`config.mk`:
```
export PLATFORM = sky130hd
export DESIGN_NAME = sorted_set_table_flat
export DESIGN_NICKNAME = d
export VERILOG_FILES = /design/src/sv/sst_pkg.sv /design/src/sv/sst_if.sv /design/src/sv/sst_store.sv /design/src/sv/sorted_set_table.sv /design/src/flat_wrapper.sv
export SDC_FILE = /design/constraint.sdc
export NUM_CORES = 1
export LEC_CHECK = 0
export BUFFER_PORTS_ARGS = -buffer_cell sky130_fd_sc_hd__buf_2
export CAP_MARGIN = 10
export CORE_MARGIN = 5
export CORE_UTILIZATION = 55
export DETAILED_ROUTE_END_ITERATION = 8
export PLACE_DENSITY = 0.81
export SKIP_CTS_REPAIR_TIMING = 1
export SYNTH_ARGS = -nofsm -noshare
export SYNTH_HDL_FRONTEND = slang
export SYNTH_HIERARCHICAL = 1
export SYNTH_SLANG_ARGS = --single-unit
```
`constraint.sdc`:
```
create_clock -name clock -period 7.8 [get_ports clock]
set_input_delay 1.17 -clock clock [delete_from_list [all_inputs] [get_ports clock]]
set_output_delay 1.17 -clock clock [all_outputs]
set_load 0.1 [all_outputs]
```
`src/sv/sst_pkg.sv`:
```
// Shared types and constants for the sorted set table.
package sst_pkg;

   localparam int CAPACITY_DEF = 16;

   localparam int OP_W      = 3;
   localparam int VAL_W     = 8;
   localparam int IDX_W     = 4;
   localparam int CNT_OUT_W = 5;
   localparam int ST_W      = 2;

   typedef enum logic [OP_W-1:0] {
      OP_CLEAR  = 3'd0,
      OP_INSERT = 3'd1,
      OP_REMOVE = 3'd2,
      OP_MEMBER = 3'd3,
      OP_READ   = 3'd4
   } op_type;

   typedef enum logic [ST_W-1:0] {
      ST_OK     = 2'd0,
      ST_FULL   = 2'd1,
      ST_ABSENT = 2'd2,
      ST_RANGE  = 2'd3
   } status_type;

   typedef enum logic [2:0] {
      S_IDLE,
      S_SCAN,
      S_SHIFT,
      S_READ,
      S_DONE
   } state_type;

endpackage

```
`src/sv/sst_if.sv`:
```
// Request and response channel interfaces for the sorted set table.
interface sst_req_if;
   logic                         valid;
   logic                         ready;
   logic [sst_pkg::OP_W-1:0]     op;
   logic [sst_pkg::VAL_W-1:0]    value;
   logic [sst_pkg::IDX_W-1:0]    index;

   modport source (output valid, output op, output value, output index, input ready);
   modport sink   (input valid, input op, input value, input index, output ready);
endinterface

interface sst_rsp_if;
   logic                          valid;
   logic                          ready;
   logic                          found;
   logic [sst_pkg::VAL_W-1:0]     element;
   logic [sst_pkg::CNT_OUT_W-1:0] count;
   logic [sst_pkg::ST_W-1:0]      status;

   modport source (output valid, output found, output element, output count, output status,
                   input ready);
   modport sink   (input valid, input found, input element, input count, input status,
                   output ready);
endinterface

```
`src/sv/sst_store.sv`:
```
// Element store: one write port, one read port with registered read data.
module sst_store #(
   parameter int DEPTH = sst_pkg::CAPACITY_DEF,
   localparam int AW = (DEPTH > 1) ? $clog2(DEPTH) : 1
) (
   input  logic                        clock,
   input  logic                        wr_en,
   input  logic [AW-1:0]               wr_addr,
   input  logic [sst_pkg::VAL_W-1:0]   wr_data,
   input  logic [AW-1:0]               rd_addr,
   output logic [sst_pkg::VAL_W-1:0]   rd_data
);

   logic [sst_pkg::VAL_W-1:0] mem_ff [DEPTH];
   logic [sst_pkg::VAL_W-1:0] rd_data_ff;

   always_ff @(posedge clock) begin
      if (wr_en) begin
         mem_ff[wr_addr] <= wr_data;
      end
      rd_data_ff <= mem_ff[rd_addr];
   end

   assign rd_data = rd_data_ff;

endmodule

```
`src/sv/sorted_set_table.sv`:
```
// Sorted set table: ordered set of distinct bytes kept in a one-port-read memory.
//
//   channel   direction  contents                              transaction when
//   req_ch    in         op, value, index                      valid && ready
//   rsp_ch    out        found, element, count, status         valid && ready
//
// Clear, unused op codes and out-of-range read go from accept straight to the done state;
// read passes the read state first. Member, insert and remove walk the memory from entry
// 0 at one entry per cycle, compared in the cycle after the read, until an entry >= value
// or the end of the set. Insert then moves the displaced entries top first and remove
// bottom first, one per cycle, draining the read before the done state.
// Synchronous reset empties the set at once; stale entries are never read, so no
// clearing pass runs. req_ch.ready is high only in idle; a waiting response holds
// in the output register while the next request is already being served.
module sorted_set_table #(
   parameter int CAPACITY = sst_pkg::CAPACITY_DEF
) (
   input  logic        clock,
   input  logic        reset,
   sst_req_if.sink     req_ch,
   sst_rsp_if.source   rsp_ch
);

   localparam int AW     = $clog2(CAPACITY);
   localparam int CW     = $clog2(CAPACITY + 1);
   localparam int IW     = sst_pkg::IDX_W;
   localparam int XW     = (CW > IW) ? CW : IW;
   localparam int COUT_W = sst_pkg::CNT_OUT_W;
   localparam int VW     = sst_pkg::VAL_W;
   localparam logic [CW-1:0] CAP_C = CW'(CAPACITY);
   localparam logic [CW-1:0] ONE_C = CW'(1);

   // control state
   sst_pkg::state_type  state_ff, state_in;
   logic [CW-1:0]       count_ff, count_in;
   logic                rsp_valid_ff, rsp_valid_in;
   logic                cmp_vld_ff, cmp_vld_in;   // read data holds entry ptr_ff - 1
   logic                shv_ff, shv_in;           // read data waits to be written back

   // working registers
   logic [sst_pkg::OP_W-1:0]  op_ff, op_in;
   logic [VW-1:0]             value_ff, value_in;
   logic [CW-1:0]             ptr_ff, ptr_in;
   logic [CW-1:0]             rem_ff, rem_in;
   logic [CW-1:0]             pos_ff, pos_in;
   logic                      up_ff, up_in;
   logic [AW-1:0]             wr_addr_ff, wr_addr_in;
   logic                      res_found_ff, res_found_in;
   sst_pkg::status_type       res_status_ff, res_status_in;

   // response register
   logic                      rsp_found_ff, rsp_found_in;
   logic [VW-1:0]             rsp_element_ff, rsp_element_in;
   logic [COUT_W-1:0]         rsp_count_ff, rsp_count_in;
   sst_pkg::status_type       rsp_status_ff, rsp_status_in;

   // memory port
   logic            wr_en;
   logic [AW-1:0]   wr_addr;
   logic [VW-1:0]   wr_data;
   logic [AW-1:0]   rd_addr;
   logic [VW-1:0]   rd_data;

   logic            accept;
   logic            rsp_free;
   logic            idx_ok;
   logic            scan_ge, scan_end, scan_done, scan_hit;
   logic [CW-1:0]   scan_pos;
   logic            shift_go;
   logic            shift_last;

   sst_store #(.DEPTH(CAPACITY)) u_store (
      .clock   (clock),
      .wr_en   (wr_en),
      .wr_addr (wr_addr),
      .wr_data (wr_data),
      .rd_addr (rd_addr),
      .rd_data (rd_data)
   );

   assign req_ch.ready   = (state_ff == sst_pkg::S_IDLE);
   assign accept         = req_ch.valid && req_ch.ready;
   assign rsp_free       = !rsp_valid_ff || rsp_ch.ready;
   assign idx_ok         = XW'(req_ch.index) < XW'(count_ff);
   assign rd_addr        = ptr_ff[AW-1:0];

   // The walk stops at the first entry not below the value, or at the end of the set.
   assign scan_ge    = cmp_vld_ff && (rd_data >= value_ff);
   assign scan_end   = !scan_ge && (ptr_ff >= count_ff);
   assign scan_done  = scan_ge || scan_end;
   assign scan_hit   = scan_ge && (rd_data == value_ff);
   assign scan_pos   = scan_ge ? (ptr_ff - ONE_C) : count_ff;
   assign shift_go   = ((op_ff == sst_pkg::OP_INSERT) && !scan_hit && (count_ff != CAP_C)) ||
                       ((op_ff == sst_pkg::OP_REMOVE) && scan_hit);
   assign shift_last = (rem_ff == '0) && !shv_ff;

   // next state
   always_comb begin
      state_in = state_ff;
      case (state_ff)
         sst_pkg::S_IDLE: begin
            if (accept) begin
               case (req_ch.op)
                  sst_pkg::OP_INSERT,
                  sst_pkg::OP_REMOVE,
                  sst_pkg::OP_MEMBER: state_in = sst_pkg::S_SCAN;
                  sst_pkg::OP_READ:   state_in = idx_ok ? sst_pkg::S_READ : sst_pkg::S_DONE;
                  default:            state_in = sst_pkg::S_DONE;
               endcase
            end
         end
         sst_pkg::S_SCAN: begin
            if (scan_done) begin
               state_in = shift_go ? sst_pkg::S_SHIFT : sst_pkg::S_DONE;
            end
         end
         sst_pkg::S_SHIFT: begin
            if (shift_last) begin
               state_in = sst_pkg::S_DONE;
            end
         end
         sst_pkg::S_READ: state_in = sst_pkg::S_DONE;
         sst_pkg::S_DONE: begin
            if (rsp_free) begin
               state_in = sst_pkg::S_IDLE;
            end
         end
         default: state_in = sst_pkg::S_IDLE;
      endcase
   end

   // datapath and memory control
   always_comb begin
      count_in       = count_ff;
      cmp_vld_in     = cmp_vld_ff;
      shv_in         = shv_ff;
      op_in          = op_ff;
      value_in       = value_ff;
      ptr_in         = ptr_ff;
      rem_in         = rem_ff;
      pos_in         = pos_ff;
      up_in          = up_ff;
      wr_addr_in     = wr_addr_ff;
      res_found_in   = res_found_ff;
      res_status_in  = res_status_ff;
      rsp_valid_in   = rsp_valid_ff && !rsp_ch.ready;
      rsp_found_in   = rsp_found_ff;
      rsp_element_in = rsp_element_ff;
      rsp_count_in   = rsp_count_ff;
      rsp_status_in  = rsp_status_ff;
      wr_en          = 1'b0;
      wr_addr        = wr_addr_ff;
      wr_data        = rd_data;

      case (state_ff)
         sst_pkg::S_IDLE: begin
            if (accept) begin
               // capture the request and reset the walk
               op_in         = req_ch.op;
               value_in      = req_ch.value;
               ptr_in        = '0;
               cmp_vld_in    = 1'b0;
               res_found_in  = 1'b0;
               res_status_in = sst_pkg::ST_OK;
               case (req_ch.op)
                  sst_pkg::OP_CLEAR: count_in = '0;
                  sst_pkg::OP_READ: begin
                     if (idx_ok) begin
                        ptr_in = CW'(req_ch.index);
                     end else begin
                        res_status_in = sst_pkg::ST_RANGE;
                     end
                  end
                  default: ;
               endcase
            end
         end

         sst_pkg::S_SCAN: begin
            if (!scan_done) begin
               // advance one entry per cycle; the compare sees it in the next cycle
               cmp_vld_in = ptr_ff < count_ff;
               if (ptr_ff < count_ff) begin
                  ptr_in = ptr_ff + ONE_C;
               end
            end else begin
               cmp_vld_in = 1'b0;
               shv_in     = 1'b0;
               pos_in     = scan_pos;
               case (op_ff)
                  sst_pkg::OP_MEMBER: begin
                     res_found_in  = scan_hit;
                     res_status_in = scan_hit ? sst_pkg::ST_OK : sst_pkg::ST_ABSENT;
                  end
                  sst_pkg::OP_INSERT: begin
                     if (scan_hit) begin
                        res_found_in = 1'b1;
                     end else if (count_ff == CAP_C) begin
                        res_status_in = sst_pkg::ST_FULL;
                     end else begin
                        // move entries pos..count-1 up one, top first
                        up_in  = 1'b1;
                        rem_in = count_ff - scan_pos;
                        ptr_in = count_ff - ONE_C;
                     end
                  end
                  sst_pkg::OP_REMOVE: begin
                     if (scan_hit) begin
                        // move entries pos+1..count-1 down one, bottom first
                        res_found_in = 1'b1;
                        up_in        = 1'b0;
                        rem_in       = count_ff - scan_pos - ONE_C;
                        ptr_in       = scan_pos + ONE_C;
                     end else begin
                        res_status_in = sst_pkg::ST_ABSENT;
                     end
                  end
                  default: ;
               endcase
            end
         end

         sst_pkg::S_SHIFT: begin
            // write back the entry read last cycle to its neighbor slot
            wr_en = shv_ff;
            if (rem_ff != '0) begin
               ptr_in     = up_ff ? (ptr_ff - ONE_C) : (ptr_ff + ONE_C);
               rem_in     = rem_ff - ONE_C;
               shv_in     = 1'b1;
               wr_addr_in = up_ff ? AW'(ptr_ff + ONE_C) : AW'(ptr_ff - ONE_C);
            end else begin
               shv_in = 1'b0;
            end
            if (shift_last) begin
               if (up_ff) begin
                  wr_en    = 1'b1;
                  wr_addr  = pos_ff[AW-1:0];
                  wr_data  = value_ff;
                  count_in = count_ff + ONE_C;
               end else begin
                  count_in = count_ff - ONE_C;
               end
            end
         end

         sst_pkg::S_DONE: begin
            // hold until the output register is free, then hand the result over
            if (rsp_free) begin
               rsp_valid_in   = 1'b1;
               rsp_found_in   = res_found_ff;
               rsp_element_in = ((op_ff == sst_pkg::OP_READ) &&
                                 (res_status_ff == sst_pkg::ST_OK)) ? rd_data : '0;
               rsp_count_in   = COUT_W'(count_ff);
               rsp_status_in  = res_status_ff;
            end
         end

         default: ;
      endcase
   end

   always_ff @(posedge clock) begin
      if (reset) begin
         state_ff     <= sst_pkg::S_IDLE;
         count_ff     <= '0;
         rsp_valid_ff <= 1'b0;
         cmp_vld_ff   <= 1'b0;
         shv_ff       <= 1'b0;
      end else begin
         state_ff     <= state_in;
         count_ff     <= count_in;
         rsp_valid_ff <= rsp_valid_in;
         cmp_vld_ff   <= cmp_vld_in;
         shv_ff       <= shv_in;
      end
   end

   always_ff @(posedge clock) begin
      op_ff          <= op_in;
      value_ff       <= value_in;
      ptr_ff         <= ptr_in;
      rem_ff         <= rem_in;
      pos_ff         <= pos_in;
      up_ff          <= up_in;
      wr_addr_ff     <= wr_addr_in;
      res_found_ff   <= res_found_in;
      res_status_ff  <= res_status_in;
      rsp_found_ff   <= rsp_found_in;
      rsp_element_ff <= rsp_element_in;
      rsp_count_ff   <= rsp_count_in;
      rsp_status_ff  <= rsp_status_in;
   end

   assign rsp_ch.valid   = rsp_valid_ff;
   assign rsp_ch.found   = rsp_found_ff;
   assign rsp_ch.element = rsp_element_ff;
   assign rsp_ch.count   = rsp_count_ff;
   assign rsp_ch.status  = rsp_status_ff;

`ifndef ASSERT_OFF
   // The set never holds more entries than the store has.
   a_count_bound: assert property (@(posedge clock) disable iff (reset)
      count_ff <= CAP_C)
      else $error("element count exceeds capacity");

   // The store is written only while a transaction is in work.
   a_no_idle_write: assert property (@(posedge clock) disable iff (reset)
      (state_ff == sst_pkg::S_IDLE) |-> !wr_en)
      else $error("memory write while idle");

   // An accepted request always leaves idle on the next cycle.
   a_accept_busy: assert property (@(posedge clock) disable iff (reset)
      accept |=> (state_ff != sst_pkg::S_IDLE))
      else $error("accepted request did not start");

   // A refused insert only happens with a full store.
   a_full_refuse: assert property (@(posedge clock) disable iff (reset)
      ((state_ff == sst_pkg::S_DONE) && (res_status_ff == sst_pkg::ST_FULL))
         |-> (count_ff == CAP_C))
      else $error("full status with room left");
`endif

endmodule

```
`src/flat_wrapper.sv`:
```
// flat-port wrapper written by rule: the top's interface ports become plain ports
module sorted_set_table_flat 
#(
   parameter int CAPACITY = sst_pkg::CAPACITY_DEF
)
  (clock, reset, req_ch_valid, req_ch_op, req_ch_value, req_ch_index, req_ch_ready, rsp_ch_valid, rsp_ch_found, rsp_ch_element, rsp_ch_count, rsp_ch_status, rsp_ch_ready);
  sst_req_if req_ch_i ();
  sst_rsp_if rsp_ch_i ();
  input  logic clock;
  input  logic reset;
  input wire logic [$bits(req_ch_i.valid)-1:0] req_ch_valid;
  input wire logic [$bits(req_ch_i.op)-1:0] req_ch_op;
  input wire logic [$bits(req_ch_i.value)-1:0] req_ch_value;
  input wire logic [$bits(req_ch_i.index)-1:0] req_ch_index;
  output wire logic [$bits(req_ch_i.ready)-1:0] req_ch_ready;
  output wire logic [$bits(rsp_ch_i.valid)-1:0] rsp_ch_valid;
  output wire logic [$bits(rsp_ch_i.found)-1:0] rsp_ch_found;
  output wire logic [$bits(rsp_ch_i.element)-1:0] rsp_ch_element;
  output wire logic [$bits(rsp_ch_i.count)-1:0] rsp_ch_count;
  output wire logic [$bits(rsp_ch_i.status)-1:0] rsp_ch_status;
  input wire logic [$bits(rsp_ch_i.ready)-1:0] rsp_ch_ready;
  assign req_ch_i.valid = req_ch_valid;
  assign req_ch_i.op = req_ch_op;
  assign req_ch_i.value = req_ch_value;
  assign req_ch_i.index = req_ch_index;
  assign req_ch_ready = req_ch_i.ready;
  assign rsp_ch_valid = rsp_ch_i.valid;
  assign rsp_ch_found = rsp_ch_i.found;
  assign rsp_ch_element = rsp_ch_i.element;
  assign rsp_ch_count = rsp_ch_i.count;
  assign rsp_ch_status = rsp_ch_i.status;
  assign rsp_ch_i.ready = rsp_ch_ready;
  sorted_set_table #(.CAPACITY(CAPACITY)) u_core (.clock(clock), .reset(reset), .req_ch(req_ch_i), .rsp_ch(rsp_ch_i));
endmodule
```
==> results of run 1 <==
==> power groups by stage <==
| stage | Clock [mW] | Sequential (mW) | Combinational, mW |
|---|---|---|---|
| after floorplan | 0 | 1.32 | 0.276 |
| after detailed placement | 0 | 1.29 | 0.430 |
| after global placement | 0 | 1.29 | 0.414 |
| after global routing | 0.962 | 1.28 | 0.472 |
| final | 0.904 | 1.27 | 0.439 |
| after CTS | 0.918 | 1.27 | 0.435 |
==> area by class of cell <==
class	count	area, sq um	share of cell area
flip-flops and latches	196	5700	0.557
multi-input cells	409	3260	0.318
clock buffers	18	429	0.0420
repair buffers	50	283	0.0277
well taps	220	275	0.0269
clock inverters	13	185	0.0181
inverters	27	101	0.00991
==> worst paths after layout <==
| kind | startpoint | end | cells past startpoint |
|---|---|---|---|
| setup / recovery | u_core/rem_ff[0]$_DFFE_PP_ | u_core/u_store/mem_ff[0][4]$_DFFE_PP_ | 7 |
| hold / removal | u_core/res_found_ff$_SDFFCE_PN0P_ | u_core/rsp_ch.found$_DFFE_PP_ | 0 |
| setup reg to reg | u_core/rem_ff[0]$_DFFE_PP_ | u_core/u_store/mem_ff[0][4]$_DFFE_PP_ | 7 |
| hold reg to reg | u_core/res_found_ff$_SDFFCE_PN0P_ | u_core/rsp_ch.found$_DFFE_PP_ | 0 |
==> cell families after synthesis <==
family	count (synthesis)
and+or+nand+nor	187
buffers and inverters	59
adders and majority gates	30
AOI/OAI and AO/OA	124
xor gates and xnor gates	24
DFF	196
muxes	44
==> Yosys cell counts (4+ instances only) <==
| master | number |
|---|---|
| nor2b_1 | 8 |
| ha_1 | 29 |
| o31ai_1 | 4 |
| xor2_1 | 11 |
| buf_2 | 7 |
| nand3b_1 | 4 |
| nand2_1 | 39 |
| a22oi_1 | 16 |
| nand2b_1 | 13 |
| edfxtp_1 | 177 |
| and2_1 | 4 |
| a21oi_1 | 32 |
| nor3_1 | 17 |
| a31oi_1 | 4 |
| mux2i_1 | 6 |
| clkbuf_1 | 18 |
| o21a_1 | 4 |
| mux4_2 | 18 |
| o21ai_0 | 33 |
| nor2_1 | 56 |
| a211oi_1 | 7 |
| or3_1 | 9 |
| mux2_2 | 6 |
| and3_1 | 11 |
| dfxtp_1 | 19 |
| inv_1 | 26 |
| xnor2_1 | 13 |
| nand3_1 | 8 |
| mux4_1 | 14 |
==> worst max-delay path, stage by stage, from the launching register on <==
cell	delay (ps)
edfxtp_1	420
inv_1	100
ha_1	150
nor4b_4	450
nand4_1	760
mux2_2	570
or3b_2	520
nor3_1	940
==> per-stage QoR <==
step                      cell area (sq um)  hold slack, ps
after floorplan                        9230             400
after global placement                 9610             410
after detailed placement               9610             412
after CTS                             10200             476
after global routing                  10200             469
final                                 10200             471
==> state kept, by name, summed over array words and instances (netlist names), 2 cells and up <==
| name | cells |
|---|---|
| u_core/u_store/mem_ff | 128 |
| u_core/rsp_ch.element | 8 |
| u_core/u_store/rd_data | 8 |
| u_core/value_ff | 8 |
| u_core/count_ff | 5 |
| u_core/ptr_ff | 5 |
| u_core/rem_ff | 5 |
| u_core/rsp_ch.count | 5 |
| u_core/pos_ff | 4 |
| u_core/wr_addr_ff | 4 |
| u_core/op_ff | 3 |
| u_core/state_ff | 3 |
| u_core/res_status_ff | 2 |
| u_core/rsp_ch.status | 2 |
==> routing by layer <==
| layer | up-vias | GRT usage |
|---|---|---|
| li1 | 2620 | - |
| met1 | 2908 | 0.282 |
| met2 | 279 | 0.350 |
| met3 | 29 | 0.0470 |
| met4 | 0 | 0.0716 |
| met5 | - | 0 |
==> results.md, run 1 <==
* Net count after synthesis at 713
* Final setup slack of the worst path at 3490 ps
* Synthesized area per cell at ~14 sq um
* Simple-Gate Fraction of Synth Area at 0.102
* Synth warnings at 6
* Internal Pwr Total at 1.90 mW
* Unrepaired setup endpoints after global routing: false
* First-pass iteration count of the detailed router at 7
* Starting Density at 0.558
* DRC Markers at 0
* Area share of the largest cell type after synthesis at 0.576
* Number of clock buffers inserted by TritonCTS at 17
* Share of the synthesized area in compound gates (AO/OA/AOI/OAI) at 0.0889
* Register clock-pin slew on the reported worst setup and hold paths at around 70 ps
* H-Tree Depth at 4
* Flop pwr share at 0.487
* Antenna diode instance count at 0
* Core Rows at 47
* Measured slew at the worst slew-check pin at 1210 ps
* Multiplexer share of the synthesized area at 0.0976
* Most frequent standard cell in the layout excluding fill and tap cells: edfxtp_1
* Routed length per instance at 21.7 um
* Sw Share at 0.274
* Setup slack of the worst register-to-register path at 3490 ps
* Vias in the first global route at 5881
* Length of routed met3 wiring at 1.65 mm
* Filler cells at 1169
* Required time of the critical path at 7850 ps
* Setup Skew at ~8.8 ps
* Combinational group share of total power at 0.168
* Type of the worst setup path: register to register
* Routed vias at about 5.8k
* Fraction of layout instances using a drive strength above 1 at 0.160
* Synth Area in XOR/XNOR at 0.0228
* Placed Cells at 901
* Class of the most critical hold timing path: register to register
* Maximum resistive drop on vdd at 0.175 mV
* Number of enable flip-flop cells after synthesis at 177
* Fin. max-slew vios at 0
* Wire length on met2 at 10.0 mm
* Maximum fanout encountered on the critical timing path at 19
* Combinational family with the most area after synthesis: simple AND/OR/NAND/NOR gates
* Commonest cells after routing, fill and taps aside: edfxtp_1 (177), nor2_1 (56), nand2_1 (39)
* Detailed-placement wirelength estimate at around 13 mm
* Width of the chip at 140 um
* Result of the run: finished, final reports clean
* Highest metal layer used by the detailed router: met4
* Overflow left after global routing at 0
* Area added between synthesis and finish at 10.8%
* Sinks on the clock net at about 200
* Adder and majority gate portion of the synthesized area at 0.0415
* Final-stage net count at 750
* Buffer levels on the longest clock path at 2
* Final number of hold-violating endpoints at 0
* Final Routed Wirelength at 20.2 mm
* First-pass GRT wire length at 32.2 mm
* Met1 wire length at 8.16 mm
* Number of buffer cells added on primary ports at 36
* Async set-reset flop share out of synthesis at 0
* Ratio of total power to cell area at about 260 nW/um^2
* GPL Wtd Cong at 0.929
* Number of nets still failing antenna checks after routing at 0
* Clock tree root buffer cell: clkbuf_16
* Top cell type by total area after synthesis: edfxtp_1
* Period Utilization, post-route at 0.552
* Total die area at 19500 sq um
* Final critical delay including setup and external delays at between 4000 and 5000 ps
* Max-cap violations at 0
* Top-level port count at 37
* Via-per-instance ratio at between 6 and 7
* DIE HEIGHT at 140 um
* Iteration-0 DRC count of the detailed router at 725
* Upper clock frequency limit at approximately 0.23 GHz
* Total routing resource utilization after global routing at 0.212
* Arrival @ worst endpoint at 4360 ps
* Critical Path Sink Type: register
* Final core utilization at 0.619
* Total negative slack at 0 ps
* Sequential cell area fraction in the yosys report at 0.617
* CTS tree: yes
* Maximum number of pins on one net before global-route repair at 43
* Fraction of power consumed by the clock network at 0.346
* Count of different cell masters after synthesis at 63
* Final Non-Filler Cells at 933
* Post-synthesis instance area at 9230 sq um
* Total leakage power at 3.60 nW
* CP startpoint kind: register
* Antenna violations before repair at 0
* Clock latency on the worst-skew pair at 430 ps
* Synthesized instance count at 664
* Seq cells post-synth at about 200
* Leading register cell type out of synthesis: edfxtp_1
* Area of the core region at 16500 sq um
* Worst slew margin relative to its limit at 0.189
* Pre-CTS WS at 3570 ps
* Setup violation total in the final timing report at 0
* Final Power at about 2.6 mW
* Top cells by area, synth: edfxtp_1 (58%), mux4_2 (4.4%), dfxtp_1 (4.1%), mux4_1 (4.0%), ha_1 (3.9%)
* Total net switching power at 716 uW
Power figures use the tool's default switching activity.
==> run 2, diff against run 1 <==
==> constraint.sdc (replaced) <==
create_clock -name clock -period 4.2 [get_ports clock]
set_input_delay 0.63 -clock clock [delete_from_list [all_inputs] [get_ports clock]]
set_output_delay 0.63 -clock clock [all_outputs]
set_load 0.1 [all_outputs]
==> run 2 against run 1 <==
Count of clock-buffer cells in the layout is 1 lower. Worst setup slack worse by 3100 ps. Non-clock buffer count is 3 higher. First-iteration DRC count is 6.3% lower. Final cell count is 0.43% higher. Hold slack worse by 99 ps. Maximum frequency is 12% higher. Critical path type unchanged. Critical endpoint is now u_core/rem_ff[4]$_DFFE_PP_. Highest routed layer unchanged.
==> results.md, run 2 (synthesis results as in run 1) <==
* Critical Path Sink Type: register
* Pre-CTS WS at 472 ps (-3100 ps)
* Area added between synthesis and finish at 10.9% (about the same)
* Detailed-placement wirelength estimate at 13.5 mm (+0.14%)
* Hold Crit Start: req_ch_value[7]
* Fraction of power consumed by the clock network at 0.335 (-0.011)
* Max-cap violations at 0 (unchanged)
* Required time of the critical path at 4390 ps (-3460 ps)
* Result of the run: finished, final reports clean
* Final core utilization at 0.619 (about the same)
* Number of nets still failing antenna checks after routing at 0 (unchanged)
* Worst slew margin relative to its limit at 0.283 (+0.0935)
* Total negative slack at 0 ps (unchanged)
* GPL Wtd Cong at 0.895 (-3.7%)
* H-Tree Depth at 4 (unchanged)
* Routed length per instance at 21.8 um (+0.42%)
* Top-level port count at 37 (unchanged)
* Width of the chip at 140 um (unchanged)
* First-pass GRT wire length at 32.1 mm (-0.17%)
* Setup Skew at 12.2 ps (+3.45 ps)
* Upper clock frequency limit at 0.261 GHz (+12%)
* Clock latency on the worst-skew pair at 440 ps (about the same)
* Fin. max-slew vios at 0 (unchanged)
* Total leakage power at 3.61 nW (+0.34%)
* Iteration-0 DRC count of the detailed router at 679 (-6.3%)
* Final setup slack of the worst path at 367 ps (-3120 ps)
* DIE HEIGHT at 140 um (unchanged)
* CP startpoint kind: register
* Final-stage net count at 753 (+0.40%)
* Final Power at 4.77 mW (+82%)
* Total die area at 19500 sq um (unchanged)
* Vias in the first global route at 5760 (-2.1%)
* Layout Cell Area excl Fill at 10200 sq um (about the same)
* Maximum fanout encountered on the critical timing path at 5 (-14)
* Register clock-pin slew on the reported worst setup and hold paths at 70 ps (about the same)
* Number of buffer cells added on primary ports at 36 (unchanged)
* Final Non-Filler Cells at 937 (+0.43%)
* Final number of hold-violating endpoints at 0 (unchanged)
* Worst reg2reg path endpoint: u_core/rem_ff[4]$_DFFE_PP_
* Setup slack of the worst register-to-register path at 370 ps (-3120 ps)
* Number of clock buffers inserted by TritonCTS at 17 (unchanged)
* Top register by number of flip-flops: u_core/u_store/mem_ff
* Placed cell areas at 9640 sq um (+0.31%)
* Routed vias at 5844 (+0.14%)
* Setup violation total in the final timing report at 0 (unchanged)
* Final critical delay including setup and external delays at 3830 ps (-476 ps)
* Ratio of total power to cell area at 466 nW/um^2 (+82%)
* Buffer levels on the longest clock path at 2 (unchanged)
* Arrival @ worst endpoint at 4030 ps (-330 ps)
* Via-per-instance ratio at 6.24 (-0.29%)
* Maximum resistive drop on vdd at 0.313 mV (+79%)
* Fraction of layout instances using a drive strength above 1 at 0.165 (+0.00469)
* Final Routed Wirelength at 20.4 mm (+0.86%)
* Type of the worst setup path: register to register
* Area of the core region at 16500 sq um (unchanged)
* R2R Path Start: u_core/value_ff[7]$_DFFE_PP_
* Max FFs per register at 128 (unchanged)
* First-pass iteration count of the detailed router at 6 (-1)
* Antenna diode instance count at 0 (unchanged)
* Clock tree root buffer cell: clkbuf_16
* Measured slew at the worst slew-check pin at 1070 ps (-141 ps)
* Overflow left after global routing at 0 (unchanged)
* Most frequent standard cell in the layout excluding fill and tap cells: edfxtp_1
* Minimum hold slack at 372 ps (-99.0 ps)
* Class of the most critical hold timing path: input pin to register
* Combinational group share of total power at 0.171 (+0.003)
* Internal Pwr Total at 3.38 mW (+78%)
* Sinks on the clock net at 196 (unchanged)
* Period Utilization, post-route at 0.913 (+0.360)
* CTS tree: yes
* WHS Endpoint: u_core/value_ff[7]$_DFFE_PP_
* Maximum number of pins on one net before global-route repair at 42 (-2.3%)
* Commonest cells after routing, fill and taps aside: edfxtp_1 (177), nor2_1 (56), nand2_1 (39)
* Total routing resource utilization after global routing at 0.214 (+0.00205)
* Worst hold stages at 1 (+1)
* Total net switching power at 1.39 mW (+95%)
* Flop pwr share at 0.495 (+0.008)
* R2R depth at 13 (+6)
* Sw Share at 0.292 (+0.0184)
* Core Rows at 47 (unchanged)
* Starting Density at 0.558 (unchanged)
* Placed Cells at 905 (+0.44%)
* Unrepaired setup endpoints after global routing: false
* Antenna violations before repair at 0 (unchanged)
* DRC Markers at 0 (unchanged)
run 2: changes by cell type in the layout (fill, tap and decap cells not counted), sizes merged:
cell	previous run	this run
clkinv	1	6
buf	50	53
bufinv	3	0
clkinvlp	2	0
inv	34	36
clkbuf	18	17
run 2: worst max-delay path by stage:
stage / startpoint / endpoint / slack (ps)
6_report: u_core/value_ff[7]$_DFFE_PP_ / u_core/rem_ff[4]$_DFFE_PP_ / 370
5_1_grt: u_core/value_ff[7]$_DFFE_PP_ / u_core/rem_ff[4]$_DFFE_PP_ / 160
4_1_cts: u_core/value_ff[7]$_DFFE_PP_ / u_core/rem_ff[4]$_DFFE_PP_ / 430
3_5_place_dp: u_core/value_ff[7]$_DFFE_PP_ / u_core/rem_ff[4]$_DFFE_PP_ / 470
3_3_place_gp: u_core/value_ff[7]$_DFFE_PP_ / u_core/rem_ff[4]$_DFFE_PP_ / 600
2_1_floorplan: u_core/value_ff[7]$_DFFE_PP_ / u_core/rem_ff[4]$_DFFE_PP_ / 580
run 2: final cells by class:
class,instances,area [sq um]
fill,1165,6290
inverter,27,101
tap,220,275
clock inverter,15,171
multi-input combinational,409,3260
clock buffer,17,425
sequential,196,5700
timing repair buffer,53,308
run 2: per-layer routing:
metal / vias to the layer above / GRT usage / wire, um
li1: 2639 / - / -
met1: 2882 / 0.290 / 8260
met2: 290 / 0.352 / 10100
met3: 33 / 0.0460 / 1640
met4: 0 / 0.0644 / 409
met5: - / 0 / 0
run 2: power by group through the flow:
stage               sequential [mW]  clock (mW)  combinational, mW
finish                         2.36        1.60              0.814
global route                   2.37        1.70              0.873
CTS                            2.36        1.62              0.807
detailed placement             2.40           0              0.799
global placement               2.40           0              0.770
floorplan                      2.46           0              0.512
run 2: worst max-delay path, stage by stage, from the launching register on:
cell and delay (ps):
edfxtp_1 340, inv_1 60, ha_1 290, nand3_1 130, or2_1 290, o31ai_2 490
a21oi_1 230, ha_1 290, fa_1 550, ha_1 180, and3_1 190, o21ai_0 130
a211oi_1 240, and3b_1 200
==> run 3, diff against run 2 <==
==> constraint.sdc (replaced) <==
create_clock -name clock -period 4.2 [get_ports clock]
set_input_delay 0 -clock clock [delete_from_list [all_inputs] [get_ports clock]]
set_output_delay 0 -clock clock [all_outputs]
set_load 0.1 [all_outputs]
==> run 3 against run 2 <==
Via count grew 1.3%. Global-route usage unchanged. Critical path depth stayed put. Critical path type unchanged.
==> results.md, run 3 (synthesis results as in run 1) <==
* Result of the run: finished, final reports clean
* Required time of the critical path at 4390 ps (about the same)
* GPL Wtd Cong at 0.895 (unchanged)
* CTS tree: yes
* Most frequent standard cell in the layout excluding fill and tap cells: edfxtp_1
* Routed length per instance at 21.5 um (-1.1%)
* Type of the worst setup path: register to register
* Total die area at 19500 sq um (unchanged)
* Detailed-placement wirelength estimate at 13.5 mm (unchanged)
* Arrival @ worst endpoint at 3990 ps (-40 ps)
* First-pass GRT wire length at 32.1 mm (unchanged)
* Worst hold stages at 5 (+4)
* Antenna violations before repair at 0 (unchanged)
* DRC Markers at 0 (unchanged)
* Top register by number of flip-flops: u_core/u_store/mem_ff
* Class of the most critical hold timing path: input pin to register
* Measured slew at the worst slew-check pin at 1100 ps (+34.4 ps)
* Final Non-Filler Cells at 955 (+1.9%)
* CP startpoint kind: register
* Final critical delay including setup and external delays at 3800 ps (-35.2 ps)
* Starting Density at 0.558 (unchanged)
* Final Power at 4.79 mW (+0.36%)
* Vias in the first global route at 5760 (unchanged)
* Seq. cell area at 5700 sq um (unchanged)
* Final Routed Wirelength at 20.5 mm (+0.76%)
* Width of the chip at 140 um (unchanged)
* Register clock-pin slew on the reported worst setup and hold paths at 80 ps (about the same)
* Area of the core region at 16500 sq um (unchanged)
* Worst slew margin relative to its limit at 0.260 (-0.0231)
* Fin. max-slew vios at 0 (unchanged)
* Maximum fanout encountered on the critical timing path at 5 (unchanged)
* Via-per-instance ratio at 6.20 (-0.59%)
* Sinks on the clock net at 196 (unchanged)
* Upper clock frequency limit at 0.263 GHz (+0.93%)
* Area added between synthesis and finish at 12.9%
* Period Utilization, post-route at 0.904 (-0.00839)
* Routed vias at 5921 (+1.3%)
* Critical Path Sink Type: register
* Setup violation total in the final timing report at 0 (unchanged)
* Top-level port count at 37 (unchanged)
* Max FFs per register at 128 (unchanged)
* Max-cap violations at 0 (unchanged)
* Filler cells at 1152 (-1.1%)
* Ratio of total power to cell area at 460 nW/um^2 (-1.4%)
* Total leakage power at 3.69 nW (+2.1%)
* Clock latency on the worst-skew pair at 430 ps (about the same)
* R2R depth at 13 (unchanged)
* Maximum number of pins on one net before global-route repair at 42 (unchanged)
* Placed Cells at 905 (unchanged)
* Clock tree root buffer cell: clkbuf_16
* Fraction of layout instances using a drive strength above 1 at 0.161 (-0.00403)
* Number of clock buffers inserted by TritonCTS at 17 (unchanged)
* Final-stage net count at 771 (+2.4%)
* Number of nets still failing antenna checks after routing at 0 (unchanged)
* Antenna diode instance count at 0 (unchanged)
* Iteration-0 DRC count of the detailed router at 637 (-6.2%)
* H-Tree Depth at 4 (unchanged)
* Final number of hold-violating endpoints at 0 (unchanged)
* Buffer levels on the longest clock path at 2 (unchanged)
* Footprint of the multi-input gates at 3260 sq um (unchanged)
* Total routing resource utilization after global routing at 0.214 (unchanged)
* Setup Skew at 10.6 ps (-1.59 ps)
* Final core utilization at 0.630 (+0.0109)
* First-pass iteration count of the detailed router at 6 (unchanged)
* Maximum resistive drop on vdd at 0.317 mV (+1.2%)
* Final setup slack of the worst path at 402 ps (+35.2 ps)
* Pre-CTS WS at 472 ps (unchanged)
* Core Rows at 47 (unchanged)
* Overflow left after global routing at 0 (unchanged)
* Commonest cells after routing, fill and taps aside: edfxtp_1 (177), nor2_1 (56), nand2_1 (39)
* Unrepaired setup endpoints after global routing: false
* DIE HEIGHT at 140 um (unchanged)
* Total negative slack at 0 ps (unchanged)
* Number of buffer cells added on primary ports at 36 (unchanged)
[run 3: cell types whose count changed in the layout (fill, tap and decap cells not counted), sizes merged]
cell         previous run  this run
dlygate4sd3             0        18
[run 3: routing by layer]
layer  vias up  track usage  share of wire
met5         -            0              0
met4         0       0.0644          0.016
met3        32       0.0460          0.079
met2       291        0.352           0.50
met1      2928        0.290           0.40
li1       2670            -              -
[run 3: power breakdown]
part / leakage [nW] / internal (mW) / switching (mW) / total, mW
Sequential: 1.78 / 2.30 / 0.0645 / 2.36
Combinational: 1.62 / 0.287 / 0.542 / 0.829
Clock: 0.291 / 0.806 / 0.793 / 1.60
[run 3: cell type report]
class	instances	share of cell area
clock inverter	15	0.0165
sequential	196	0.547
multi-input combinational	409	0.313
timing repair buffer	71	0.0469
clock buffer	17	0.0409
inverter	27	0.00973
tap	220	0.0264
[run 3: stage by stage]
step / hold slack [ps] / cell area [sq um]
floorplan: 76.0 / 9230
global placement: 179 / 9640
detailed placement: 182 / 9640
CTS: -274 / 10200
global route: 211 / 10400
finish: 175 / 10400
[run 3: critical path: stages (launching register included)]
cell and delay (ps):
edfxtp_1 340, inv_1 60, ha_1 290, nand3_1 130
or2_1 290, o31ai_2 480, a21oi_1 230, ha_1 290
fa_1 550, ha_1 180, and3_1 180, o21ai_0 120
a211oi_1 230, and3b_1 190
[run 3: path summary, 6_finish.rpt]
check / from / endpoint / slack [ps]
worst max-delay path: u_core/value_ff[7]$_DFFE_PP_ / u_core/rem_ff[4]$_DFFE_PP_ / 400
worst min-delay path: req_ch_valid / u_core/state_ff[1]$_SDFFE_PP0P_ / 180
worst max register to register: u_core/value_ff[7]$_DFFE_PP_ / u_core/rem_ff[4]$_DFFE_PP_ / 400
worst min register to register: u_core/res_found_ff$_SDFFCE_PN0P_ / u_core/rsp_ch.found$_DFFE_PP_ / 430
